<file path="config.mk">
export PLATFORM = sky130hd
export DESIGN_NAME = vt4_matrix_regs
export DESIGN_NICKNAME = d
export VERILOG_FILES = /design/src/sv/vertex_transform_4x4_core_macros.svh /design/src/sv/vt4_pkg.sv /design/src/sv/vt4_matrix_regs.sv
export SDC_FILE = /design/constraint.sdc
export NUM_CORES = 1
export LEC_CHECK = 0
export ABC_AREA = 0
export BUFFER_PORTS_ARGS = -buffer_cell sky130_fd_sc_hd__buf_2
export CAP_MARGIN = 5
export CORE_AREA = 5 5 224 226
export CTS_CLUSTER_SIZE = 24
export DETAILED_ROUTE_END_ITERATION = 10
export DIE_AREA = 0 0 229 231
export PLACE_DENSITY_LB_ADDON = 0.08
export SLEW_MARGIN = 20
export SYNTH_ARGS = -nofsm -noshare
export SYNTH_HDL_FRONTEND = slang
export SYNTH_SLANG_ARGS = --single-unit
</file>
<file path="constraint.sdc">
create_clock -name i_clk -period 2.64 [get_ports i_clk]
set_input_delay 0.528 -clock i_clk [delete_from_list [all_inputs] [get_ports i_clk]]
set_output_delay 0.528 -clock i_clk [all_outputs]
set_load 0.03 [all_outputs]
</file>
<file path="src/sv/vertex_transform_4x4_core_macros.svh">
// Assertion macros shared by the vertex transform core.
`ifndef VERTEX_TRANSFORM_4X4_CORE_MACROS_SVH
`define VERTEX_TRANSFORM_4X4_CORE_MACROS_SVH

// Implication checked at every clock edge outside reset.
`define VT4_ASSERT_IMPLY(label, ante, cons) \
    label: assert property (@(posedge i_clk) disable iff (!i_rst_n) (ante) |-> cons) \
        else $error("vt4 implication check failed");

// Condition that must hold at every clock edge outside reset.
`define VT4_ASSERT_ALWAYS(label, cond) \
    label: assert property (@(posedge i_clk) disable iff (!i_rst_n) (cond)) \
        else $error("vt4 invariant check failed");

`endif

</file>
<file path="src/sv/vt4_pkg.sv">
package vt4_pkg;

    // Widths of the ports, fixed by the interface.
    localparam int IO_BITS       = 32;
    localparam int CFG_DATA_BITS = 64;
    localparam int CFG_IDX_BITS  = 4;
    localparam int HALF_BITS     = 32;

    // Matrix geometry.
    localparam int N_COMP      = 4;
    localparam int NUM_REGS    = 8;
    localparam int MAT_ENTRIES = 16;
    localparam int REG_SEL_BITS = 3;

    // Pipeline depth from the output of the input register to the result.
    localparam int ROW_STAGES = 4;

    // Per-row result flags handed to the top level.
    typedef struct packed {
        logic valid;
        logic sat;
    } t_row_status;

endpackage

</file>
<file path="src/sv/vt4_matrix_regs.sv">
module vt4_matrix_regs #(
    parameter int FRAC_BITS = 16,
    parameter int WORD_BITS = 32
) (
    input  logic                                  i_clk,
    input  logic                                  i_rst_n,
    input  logic                                  i_cfg_valid,
    input  logic [vt4_pkg::CFG_IDX_BITS-1:0]      i_cfg_index,
    input  logic [vt4_pkg::CFG_DATA_BITS-1:0]     i_cfg_data,
    output logic [vt4_pkg::MAT_ENTRIES-1:0][WORD_BITS-1:0] o_entries
);
    import vt4_pkg::*;

    // Fixed point one; truncates to zero when it does not fit the word.
    localparam logic [WORD_BITS-1:0] ONE = WORD_BITS'(64'd1 << FRAC_BITS);

    // Identity matrix: entries 15, 10, 5 and 0 hold one, the rest are zero.
    localparam logic [MAT_ENTRIES-1:0][WORD_BITS-1:0] RESET_ENTRIES = {
        ONE, {(N_COMP*WORD_BITS){1'b0}},
        ONE, {(N_COMP*WORD_BITS){1'b0}},
        ONE, {(N_COMP*WORD_BITS){1'b0}},
        ONE
    };

    logic [MAT_ENTRIES-1:0][WORD_BITS-1:0] r_entries;
    logic [MAT_ENTRIES-1:0][WORD_BITS-1:0] n_entries;
    logic [REG_SEL_BITS-1:0]               w_sel;
    logic                                  w_wr;

    // Writes with an index past the last register are dropped.
    assign w_sel = i_cfg_index[REG_SEL_BITS-1:0];
    assign w_wr  = i_cfg_valid && (i_cfg_index < CFG_IDX_BITS'(NUM_REGS));

    // Each register carries two entries; only the low word bits of a half are kept.
    always_comb begin
        n_entries = r_entries;
        if (w_wr) begin
            n_entries[{w_sel, 1'b0}] = i_cfg_data[WORD_BITS-1:0];
            n_entries[{w_sel, 1'b1}] = i_cfg_data[HALF_BITS+WORD_BITS-1:HALF_BITS];
        end
    end

    always_ff @(posedge i_clk) begin
        if (!i_rst_n) begin
            r_entries <= RESET_ENTRIES;
        end else begin
            r_entries <= n_entries;
        end
    end

    assign o_entries = r_entries;

endmodule

</file>
=== Yosys cells after proc, flatten, opt, wreduce, memory -nomap -nowiden ===
Cells that the tools add are included.

* Flip-flop bits (word level): 512
* Input port bits: 71
* Output and inout bits: 512
* Word-level logic and storage cells: 30

* Order comparisons: 5
* Mux-type cells: 6
* Reduce and logical (&&, ||, !) cells: 3

{| class="wikitable"
|+ Operators with widths
! kind !! number
|-
| $bwmux 512 || 2
|-
| $demux 32 s3 || 2
|-
| $mux 32 || 2
|-
| $lt 4x5->1 const B || 2
|-
| $ge 4x1->1 const B || 2
|-
| $lt 4x4->1 const B || 1
|-
| $logic_and 1x1->1 || 3
|}

=== Depth between registers and ports, before layout ===
Gate-level depths: netlist of run 1.

* Depth after elaboration: 6
* Mapped depth: 6
* Mapped depth without buffers: 3

=== Least setup slack after synthesis of run 1 ===
OpenSTA, ideal clock, no wires.

* Kind: input-to-reg
* Start: in i_cfg_index[0] (netlist name)
* End: reg r_entries (netlist bit o_entries[128])
* Library setup time: 0.126 ns
* Data arrival time: 1.677 ns
* Required time: 2.514 ns
* Path slack: 0.837 ns
* Cell stages on the path: 6
* Buffers on the path: 3
* Cells stage by stage: or3b_1 buf_2 or2_4 buf_12 buf_12 mux2i_1

* Longest elaborated chain between the ends: 6
* Elaborated cells on any way between the ends: 9
* Classes of those cells: order compare (3); mux (4); reduce/logical (2)

{| class="wikitable"
|+ Ends and longest elaborated chain
! item !! line !! RTL
|-
| start, declared || vt4_matrix_regs.sv:8 || <nowiki>input logic [vt4_pkg::CFG_IDX_BITS-1:0] i_cfg_index,</nowiki>
|-
| $lt 4x5->1 (implied by the code) or $ge 4x1->1 (tied branches) || vt4_matrix_regs.sv:38 || <nowiki>n_entries[{w_sel, 1'b0}] = i_cfg_data[WORD_BITS-1:0];</nowiki>
|-
| $logic_and 1x1->1 (implied by the code) || vt4_matrix_regs.sv:38 ||
|-
| $mux 32 (implied by the code) || vt4_matrix_regs.sv:38 ||
|-
| $demux 32 s3 || vt4_matrix_regs.sv:38 ||
|-
| $bwmux 512 || vt4_matrix_regs.sv:38 ||
|-
| $bwmux 512 || vt4_matrix_regs.sv:39 || <nowiki>n_entries[{w_sel, 1'b1}] = i_cfg_data[HALF_BITS+WORD_BITS-1:HALF_BITS];</nowiki>
|-
| end signal, assigned || vt4_matrix_regs.sv:47 || <nowiki>r_entries <= n_entries;</nowiki>
|-
| end, declared || vt4_matrix_regs.sv:25 || <nowiki>logic [MAT_ENTRIES-1:0][WORD_BITS-1:0] r_entries;</nowiki>
|}

Several ways; a longest one is shown, not always the timed one.
A chain may end at the register's enable or synchronous reset.

=== Final worst setup path of run 1 ===
* Start: reg r_entries (netlist bit o_entries[478])
* End: out o_entries[478] (netlist name)

{| class="wikitable"
|+ RTL lines
! item !! line !! RTL
|-
| end, declared || vt4_matrix_regs.sv:10 || <nowiki>output logic [vt4_pkg::MAT_ENTRIES-1:0][WORD_BITS-1:0] o_entries</nowiki>
|}

No word-level cell between the ends.

==> tab_implementation.tex, run 1 <==
\begin{tabular}{lr}
\hline
Metric & Value \\
\hline
\multicolumn{2}{l}{\textbf{GRT}} \\
\quad Number of global-route vias before repair & 14400 \\
\quad Remaining Overflow, GRT & 0 \\
\quad Antenna violations before repair & 3 \\
\quad Global-route wire length before repair & 92.1 mm \\
\quad Overall routing resource usage & 22.3\% \\
\quad Maximum number of pins on one net before global-route repair & 73 \\
\multicolumn{2}{l}{\textbf{Yosys}} \\
\quad Top post-synthesis cells by area & sky130\_fd\_sc\_hd\_\_dfxtp\_1 56\%, sky130\_fd\_sc\_hd\_\_mux2i\_1 28\%, sky130\_fd\_sc\_hd\_\_nand2\_1 12\% \\
\quad Post-synthesis cell type count & 24 \\
\quad Post-Synthesis Net Count & 1810 \\
\quad Number of flip-flops and latches in the synthesized netlist & 512 \\
\quad Cells after synthesis & 1739 \\
\quad Synthesized area per cell & 10.5 µm² \\
\quad Syn. warnings & 0 \\
\quad Share of Yosys cell area claimed by the top area cell type & 56.0\% \\
\quad Share of the yosys chip area belonging to registers & 56.0\% \\
\quad Cell area after synthesis & 0.0183 mm² \\
\quad Area leader, netlist & sky130\_fd\_sc\_hd\_\_dfxtp\_1 \\
\multicolumn{2}{l}{\textbf{Place}} \\
\quad Half-perimeter wire length after placement & 44.2 mm \\
\quad Port bufs & 582 \\
\quad Global placer's final weighted congestion & 0.794 \\
\quad Post-placement setup slack & 0.492 ns \\
\multicolumn{2}{l}{\textbf{Route}} \\
\quad Routed wire per std cell & 21.0 µm \\
\quad Vias after detailed routing & 14300 \\
\quad DRC viols & 0 \\
\quad Number of design-rule violations left by the first detailed-router iteration & 652 \\
\quad Number of detailed-routing iterations run before antenna repair & 4 \\
\quad Count of nets left with antenna violations after detail routing & 0 \\
\quad Via density & 4.82 \\
\quad Detailed Route WL & 62.3 mm \\
\multicolumn{2}{l}{\textbf{Die}} \\
\quad Die area & 0.0529 mm² \\
\quad Number of rows in the core area & 81 \\
\quad Floorplan die height & 231 µm \\
\quad Starting density of the core & 38.0\% \\
\quad Core ar. & 0.0481 mm² \\
\quad Horizontal extent of the die & 229 µm \\
\quad Total I/O pin count & 583 \\
\multicolumn{2}{l}{\textbf{Timing}} \\
\quad Endpoints failing setup & 0 \\
\quad Total negative setup slack & 0 ns \\
\quad Setup repair after global routing missed its margin & false \\
\quad Period Utilization, post-route & 66.1\% \\
\quad Highest clock rate & 0.573 GHz \\
\quad Slack of the critical path & 0.895 ns \\
\quad Number of max-slew violations in the final report & 0 \\
\quad Min Clock Period, post-route & 1.74 ns \\
\quad Final number of hold-violating endpoints & 0 \\
\quad Relative slew margins & 42.3\% \\
\quad Measured slew at the worst slew-check pin & 0.865 ns \\
\quad Largest clock skew in the final design & 0 ns \\
\multicolumn{2}{l}{\textbf{Worst setup path}} \\
\quad Kind of start point of the critical path & flop \\
\quad Data required time at the worst endpoint & 2.11 ns \\
\quad Dominant delay contributor by cell family on the critical path & flip-flops \\
\quad Slowest-stage cell, CP & sky130\_fd\_sc\_hd\_\_dfxtp\_1 \\
\quad Category of the most critical setup path & reg -> out \\
\quad Cell chain of the critical path & buf\_2 \\
\quad Worst Path Max Fanout & 2 \\
\quad Worst-case reg-to-reg path depth & 3 \\
\quad Total buffers and inverters traversed by the critical path & 1 \\
\quad Arrival time worst endpoint & 1.22 ns \\
\quad Largest incremental delay on the critical path & 0.39 ns \\
\quad Levels on crit path & 1 \\
\quad Endpoint class of the critical path & output pin \\
\multicolumn{2}{l}{\textbf{Cells and area}} \\
\quad Growth of design area from synthesis to finish & 28.9\% \\
\quad Fraction of layout instances using a drive strength above 1 & 30.4\% \\
\quad Register Area & 0.0102 mm² \\
\quad Core occupancy in the finished layout & 49.0\% \\
\quad FILL cells & 4625 \\
\quad Max reg flops & 512 \\
\quad Number of nets in the final layout & 2374 \\
\quad Multi-input gate area in the final layout & 0.00745 mm² \\
\multicolumn{2}{l}{\textbf{Power}} \\
\quad Total Power & 16.2 mW \\
\quad Pwr per Cell Area & 688 mW/mm² \\
\quad Worst ir drop on vdd & 0.374 mV \\
\quad Leakage power of the design & 12.4 nW \\
\multicolumn{2}{l}{\textbf{Clock network}} \\
\quad Post CTS Setup Buffer Count & 0 \\
\quad Count of hold-fix buffers inserted at cts & 0 \\
\quad Number of gates given a new drive strength after cts & 0 \\
\quad Later-pin clock latency in the skew report & 0.57 ns \\
\quad Maximum clock path buffer count & 3 \\
\quad TritonCTS clock tree & done \\
\quad CTS root buffer & sky130\_fd\_sc\_hd\_\_clkbuf\_16 \\
\quad CTS sink cnt & 512 \\
\quad Clock edge transition at the registers on the reported setup and hold paths & 0.06 ns \\
\quad CTS buffer count & 53 \\
\quad Max H-tree Level & 2 \\
\multicolumn{2}{l}{\textbf{Hold path}} \\
\quad Number of stages on the worst hold path & 3 \\
\quad Hold Crit Class & in -> reg \\
\multicolumn{2}{l}{\textbf{Status}} \\
\quad Run status & completed \\
\multicolumn{2}{l}{\textbf{Run}} \\
\quad Max-capacitance violation count & 0 \\
\hline
\end{tabular}
[worst paths after layout]
| check | start | to | slack (ns) |
|---|---|---|---|
| hold / removal | i_cfg_data[16] | o_entries[336]$_SDFFE_PN1P_ | 0.24 |
| hold reg to reg | o_entries[47]$_SDFFE_PN0P_ | o_entries[47]$_SDFFE_PN0P_ | 0.45 |
| setup reg to reg | o_entries[16]$_SDFFE_PN1P_ | o_entries[16]$_SDFFE_PN1P_ | 1.91 |
| setup / recovery | o_entries[478]$_SDFFE_PN0P_ | o_entries[478] | 0.90 |
[logic make-up after synthesis]
family | count (synthesis) | synth area share, %
AND/OR/NAND/NOR | 593 | 12.4
buffers and inverters | 119 | 3.53
flip-flops | 512 | 56.0
AO/OA/AOI/OAI | 6 | 0.191
multiplexers | 509 | 27.8
[power breakdown]
group	internal (mW)	total, mW	switching, mW
clock network	4.36	7.37	3.02
logic	0.270	0.975	0.705
registers	7.83	7.88	0.0510
[metrics by stage]
step,hold WS [ns],std cells,area (µm²)
after floorplan,0.583,1739,18300
after global placement,0.438,2870,21900
after detailed placement,0.444,2870,21900
after CTS,0.210,2959,23600
after global routing,0.241,2961,23600
final,0.244,2961,23600
[cells in the mapped netlist]
library cell / number
sky130_fd_sc_hd__a21oi_1: 2
sky130_fd_sc_hd__and3b_1: 1
sky130_fd_sc_hd__buf_1: 4
sky130_fd_sc_hd__buf_12: 7
sky130_fd_sc_hd__buf_2: 35
sky130_fd_sc_hd__buf_4: 11
sky130_fd_sc_hd__clkbuf_1: 61
sky130_fd_sc_hd__dfxtp_1: 512
sky130_fd_sc_hd__inv_1: 1
sky130_fd_sc_hd__mux2i_1: 509
sky130_fd_sc_hd__nand2_1: 577
sky130_fd_sc_hd__nand2b_1: 2
sky130_fd_sc_hd__nand3_1: 1
sky130_fd_sc_hd__nand3b_1: 1
sky130_fd_sc_hd__nor2_1: 2
sky130_fd_sc_hd__nor2_2: 1
sky130_fd_sc_hd__nor2_4: 1
sky130_fd_sc_hd__nor2b_1: 3
sky130_fd_sc_hd__nor3_1: 1
sky130_fd_sc_hd__nor3b_1: 1
sky130_fd_sc_hd__o211ai_1: 2
sky130_fd_sc_hd__o21ai_0: 2
sky130_fd_sc_hd__or2_4: 1
sky130_fd_sc_hd__or3b_1: 1
[layout make-up]
class                           instances  area share (%)
Antenna cell                            2          0.0212
Clock buffer                           85            6.89
Clock inverter                          4           0.297
Inverter                                1          0.0159
Multi-Input combinational cell       1108            31.6
Sequential cell                       512            43.4
Tap cell                              622            3.30
Timing Repair Buffer                  627            14.5
[cell usage in the layout, fill, tap and decap left out, types with 3 or more instances in the layout]
cell type                     n
sky130_fd_sc_hd__clkbuf_8    18
sky130_fd_sc_hd__clkbuf_16   53
sky130_fd_sc_hd__buf_12      12
sky130_fd_sc_hd__clkbuf_1    14
sky130_fd_sc_hd__nand2_4      3
sky130_fd_sc_hd__buf_2      581
sky130_fd_sc_hd__dfxtp_1    512
sky130_fd_sc_hd__nand2_1    574
sky130_fd_sc_hd__nor2b_1      3
sky130_fd_sc_hd__mux2i_1    509
sky130_fd_sc_hd__buf_4       33
[layer usage]
layer  up-vias  routed length, µm  global-route usage [%]  share of wire (%)
li1       6849                  -                       -                  -
met1      6897              26600                    27.8                 43
met2       421              29200                    37.1                 47
met3       106               4510                    7.02                7.2
met4         2               2030                    7.14                3.3
met5         -                  7                       0              0.011
Power figures use the tool's default switching activity.
==> inputs of run 2 (changes only) <==
CORE_AREA = 5 5 226 228   (was 5 5 224 226)
DIE_AREA = 0 0 231 233   (was 0 0 229 231)
clock period = 1.7 ns   (was 2.64 ns; I/O delays follow)
==> run 2 against run 1 <==
Clock-buffer cell count up 3. Routed wire length up 1.1%. Worst hold slack worse by 0.19 ns. Clock skew unchanged. Cell area up 1.8%. Largest power group unchanged. Highest routed layer unchanged.
==> tab_implementation.tex, run 2 (synthesized netlist as in run 1, its figures left out) <==
\begin{tabular}{lr}
\hline
Metric & Value \\
\hline
\multicolumn{2}{l}{\textbf{Status}} \\
\quad Run status & completed \\
\multicolumn{2}{l}{\textbf{Worst setup path}} \\
\quad Dominant delay contributor by cell family on the critical path & flip-flops \\
\quad R2r endpoint & o\_entries[16]\$\_SDFFE\_PN1P\_ \\
\quad Launching element of the worst setup path & o\_entries[510]\$\_SDFFE\_PN0P\_ \\
\quad Arrival time worst endpoint & 1.23 ns \\
\quad Cell chain of the critical path & buf\_2 \\
\quad Total buffers and inverters traversed by the critical path & 1 \\
\quad Worst-case reg-to-reg path depth & 3 \\
\quad Slowest-stage cell, CP & sky130\_fd\_sc\_hd\_\_dfxtp\_1 \\
\quad Worst setup path endpoint & o\_entries[510] \\
\quad Category of the most critical setup path & reg -> out \\
\quad RR Startpoint & o\_entries[16]\$\_SDFFE\_PN1P\_ \\
\quad Data required time at the worst endpoint & 1.36 ns \\
\quad Kind of start point of the critical path & flop \\
\quad Reg2reg setup slack & 0.96 ns \\
\quad Worst Path Max Fanout & 2 \\
\quad Levels on crit path & 1 \\
\quad Largest incremental delay on the critical path & 0.41 ns \\
\quad Endpoint class of the critical path & output pin \\
\multicolumn{2}{l}{\textbf{Route}} \\
\quad Routed wire per std cell & 21.0 µm \\
\quad Count of nets left with antenna violations after detail routing & 0 \\
\quad Highest signal layer in the routed design & met5 \\
\quad Vias after detailed routing & 14300 \\
\quad DRC viols & 0 \\
\quad Via density & 4.77 \\
\quad Met2 layer wire length in the routed design & 29.8 mm \\
\quad Routed length on met1 & 26.4 mm \\
\quad Number of design-rule violations left by the first detailed-router iteration & 662 \\
\quad Number of detailed-routing iterations run before antenna repair & 5 \\
\quad Routed length on met3 & 4.76 mm \\
\quad Detailed Route WL & 63.0 mm \\
\multicolumn{2}{l}{\textbf{Power}} \\
\quad Leakage power of the design & 12.7 nW \\
\quad Cell internal pwr & 19.5 mW \\
\quad Switching power total & 5.99 mW \\
\quad Share of power burned in registers & 48.1\% \\
\quad Net switching fraction of the power & 23.5\% \\
\quad Total Power & 25.5 mW \\
\quad Worst ir drop on vdd & 0.667 mV \\
\quad Part of the power in the clock network & 45.8\% \\
\quad Pwr per Cell Area & 1060 mW/mm² \\
\quad Relative contribution of combinational cells to total power & 6.1\% \\
\multicolumn{2}{l}{\textbf{Clock network}} \\
\quad Clock edge transition at the registers on the reported setup and hold paths & 0.06 ns \\
\quad Post CTS Setup Buffer Count & 0 \\
\quad Number of gates given a new drive strength after cts & 0 \\
\quad Count of hold-fix buffers inserted at cts & 0 \\
\quad Max H-tree Level & 2 \\
\quad CTS sink cnt & 512 \\
\quad Later-pin clock latency in the skew report & 0.58 ns \\
\quad CTS buffer count & 55 \\
\quad CTS root buffer & sky130\_fd\_sc\_hd\_\_clkbuf\_16 \\
\quad TritonCTS clock tree & done \\
\quad Maximum clock path buffer count & 3 \\
\multicolumn{2}{l}{\textbf{Cells and area}} \\
\quad FILL cells & 4652 \\
\quad Commonest non-fill, non-tap cells in the layout & 581 x sky130\_fd\_sc\_hd\_\_buf\_2, 574 x sky130\_fd\_sc\_hd\_\_nand2\_1, 512 x sky130\_fd\_sc\_hd\_\_dfxtp\_1 \\
\quad Growth of design area from synthesis to finish & 31.2\% \\
\quad Number of nets in the final layout & 2402 \\
\quad Most common cell after layout, fill and taps aside & sky130\_fd\_sc\_hd\_\_buf\_2 \\
\quad Max reg flops & 512 \\
\quad Final Instance Count excl. Fillers & 2995 \\
\quad Fraction of layout instances using a drive strength above 1 & 31.2\% \\
\quad Antenna cells & 0 \\
\multicolumn{2}{l}{\textbf{Die}} \\
\quad Total I/O pin count & 583 \\
\quad Starting density of the core & 37.6\% \\
\quad Floorplan die height & 233 µm \\
\quad Die area & 0.0538 mm² \\
\quad Number of rows in the core area & 81 \\
\quad Horizontal extent of the die & 231 µm \\
\quad Core ar. & 0.0486 mm² \\
\multicolumn{2}{l}{\textbf{Timing}} \\
\quad Highest clock rate & 0.636 GHz \\
\quad Endpoints failing setup & 0 \\
\quad Relative slew margins & 66.3\% \\
\quad Min Clock Period, post-route & 1.57 ns \\
\quad Measured slew at the worst slew-check pin & 0.504 ns \\
\quad Period Utilization, post-route & 92.4\% \\
\quad Total negative setup slack & 0 ns \\
\quad Largest clock skew in the final design & 0 ns \\
\quad Number of max-slew violations in the final report & 0 \\
\quad Final number of hold-violating endpoints & 0 \\
\quad Setup repair after global routing missed its margin & false \\
\multicolumn{2}{l}{\textbf{Place}} \\
\quad Global placer's final weighted congestion & 0.806 \\
\quad Port bufs & 582 \\
\quad Placed insts & 2896 \\
\quad Half-perimeter wire length after placement & 45.4 mm \\
\multicolumn{2}{l}{\textbf{Hold path}} \\
\quad Hold Crit Class & in -> reg \\
\quad Number of stages on the worst hold path & 3 \\
\multicolumn{2}{l}{\textbf{GRT}} \\
\quad Overall routing resource usage & 22.3\% \\
\quad Maximum number of pins on one net before global-route repair & 72 \\
\quad Remaining Overflow, GRT & 0 \\
\quad Number of global-route vias before repair & 14400 \\
\quad Antenna violations before repair & 3 \\
\quad Global-route wire length before repair & 92.3 mm \\
\multicolumn{2}{l}{\textbf{Run}} \\
\quad Max-capacitance violation count & 0 \\
\hline
\end{tabular}
run 2: final cells by class:
cell class              count  area (µm²)  share of cell area (%)
repair buffers            653        3780                    15.7
clock inverters            11         105                   0.438
multi-input cells        1108        7450                    31.0
flip-flops and latches    512       10200                    42.7
inverters                   1        3.75                  0.0156
clock buffers              88        1640                    6.84
well taps                 622         778                    3.24
run 2: routing by layer:
layer,GRT usage (%),vias up
li1,-,6931
met1,27.0,6841
met3,7.35,108
met5,0,-
met4,7.36,6
met2,37.4,411
run 2: through the flow:
| step | hold slack (ns) | utilization [%] | area [µm²] | worst slack, ns |
|---|---|---|---|---|
| CTS | 0.0154 | 49.4 | 24000 | 0.0581 |
| global route | 0.0577 | 49.4 | 24000 | 0.0755 |
| detailed placement | 0.444 | 45.8 | 22300 | -0.237 |
| global placement | 0.439 | 45.8 | 22300 | -0.172 |
| floorplan | 0.511 | - | 18300 | 0.0854 |
| finish | 0.0534 | 49.4 | 24000 | 0.129 |
run 2: worst min path at each step:
| stage | start | to |
|---|---|---|
| 2_1_floorplan | i_cfg_data[16] | o_entries[336]$_SDFFE_PN1P_ |
| 3_3_place_gp | o_entries[252]$_SDFFE_PN0P_ | o_entries[252]$_SDFFE_PN0P_ |
| 3_5_place_dp | o_entries[226]$_SDFFE_PN0P_ | o_entries[226]$_SDFFE_PN0P_ |
| 4_1_cts | i_cfg_data[16] | o_entries[336]$_SDFFE_PN1P_ |
| 5_1_grt | i_cfg_data[16] | o_entries[16]$_SDFFE_PN1P_ |
| 6_report | i_cfg_data[16] | o_entries[336]$_SDFFE_PN1P_ |
run 2: power by group through the flow:
stage	sequential (mW)	clock (mW)	combinational [mW]
CTS	12.2	11.9	1.58
global route	12.2	12.4	1.66
floorplan	12.8	0	0.620
finish	12.2	11.7	1.56
global placement	12.5	0	1.57
detailed placement	12.5	0	1.58
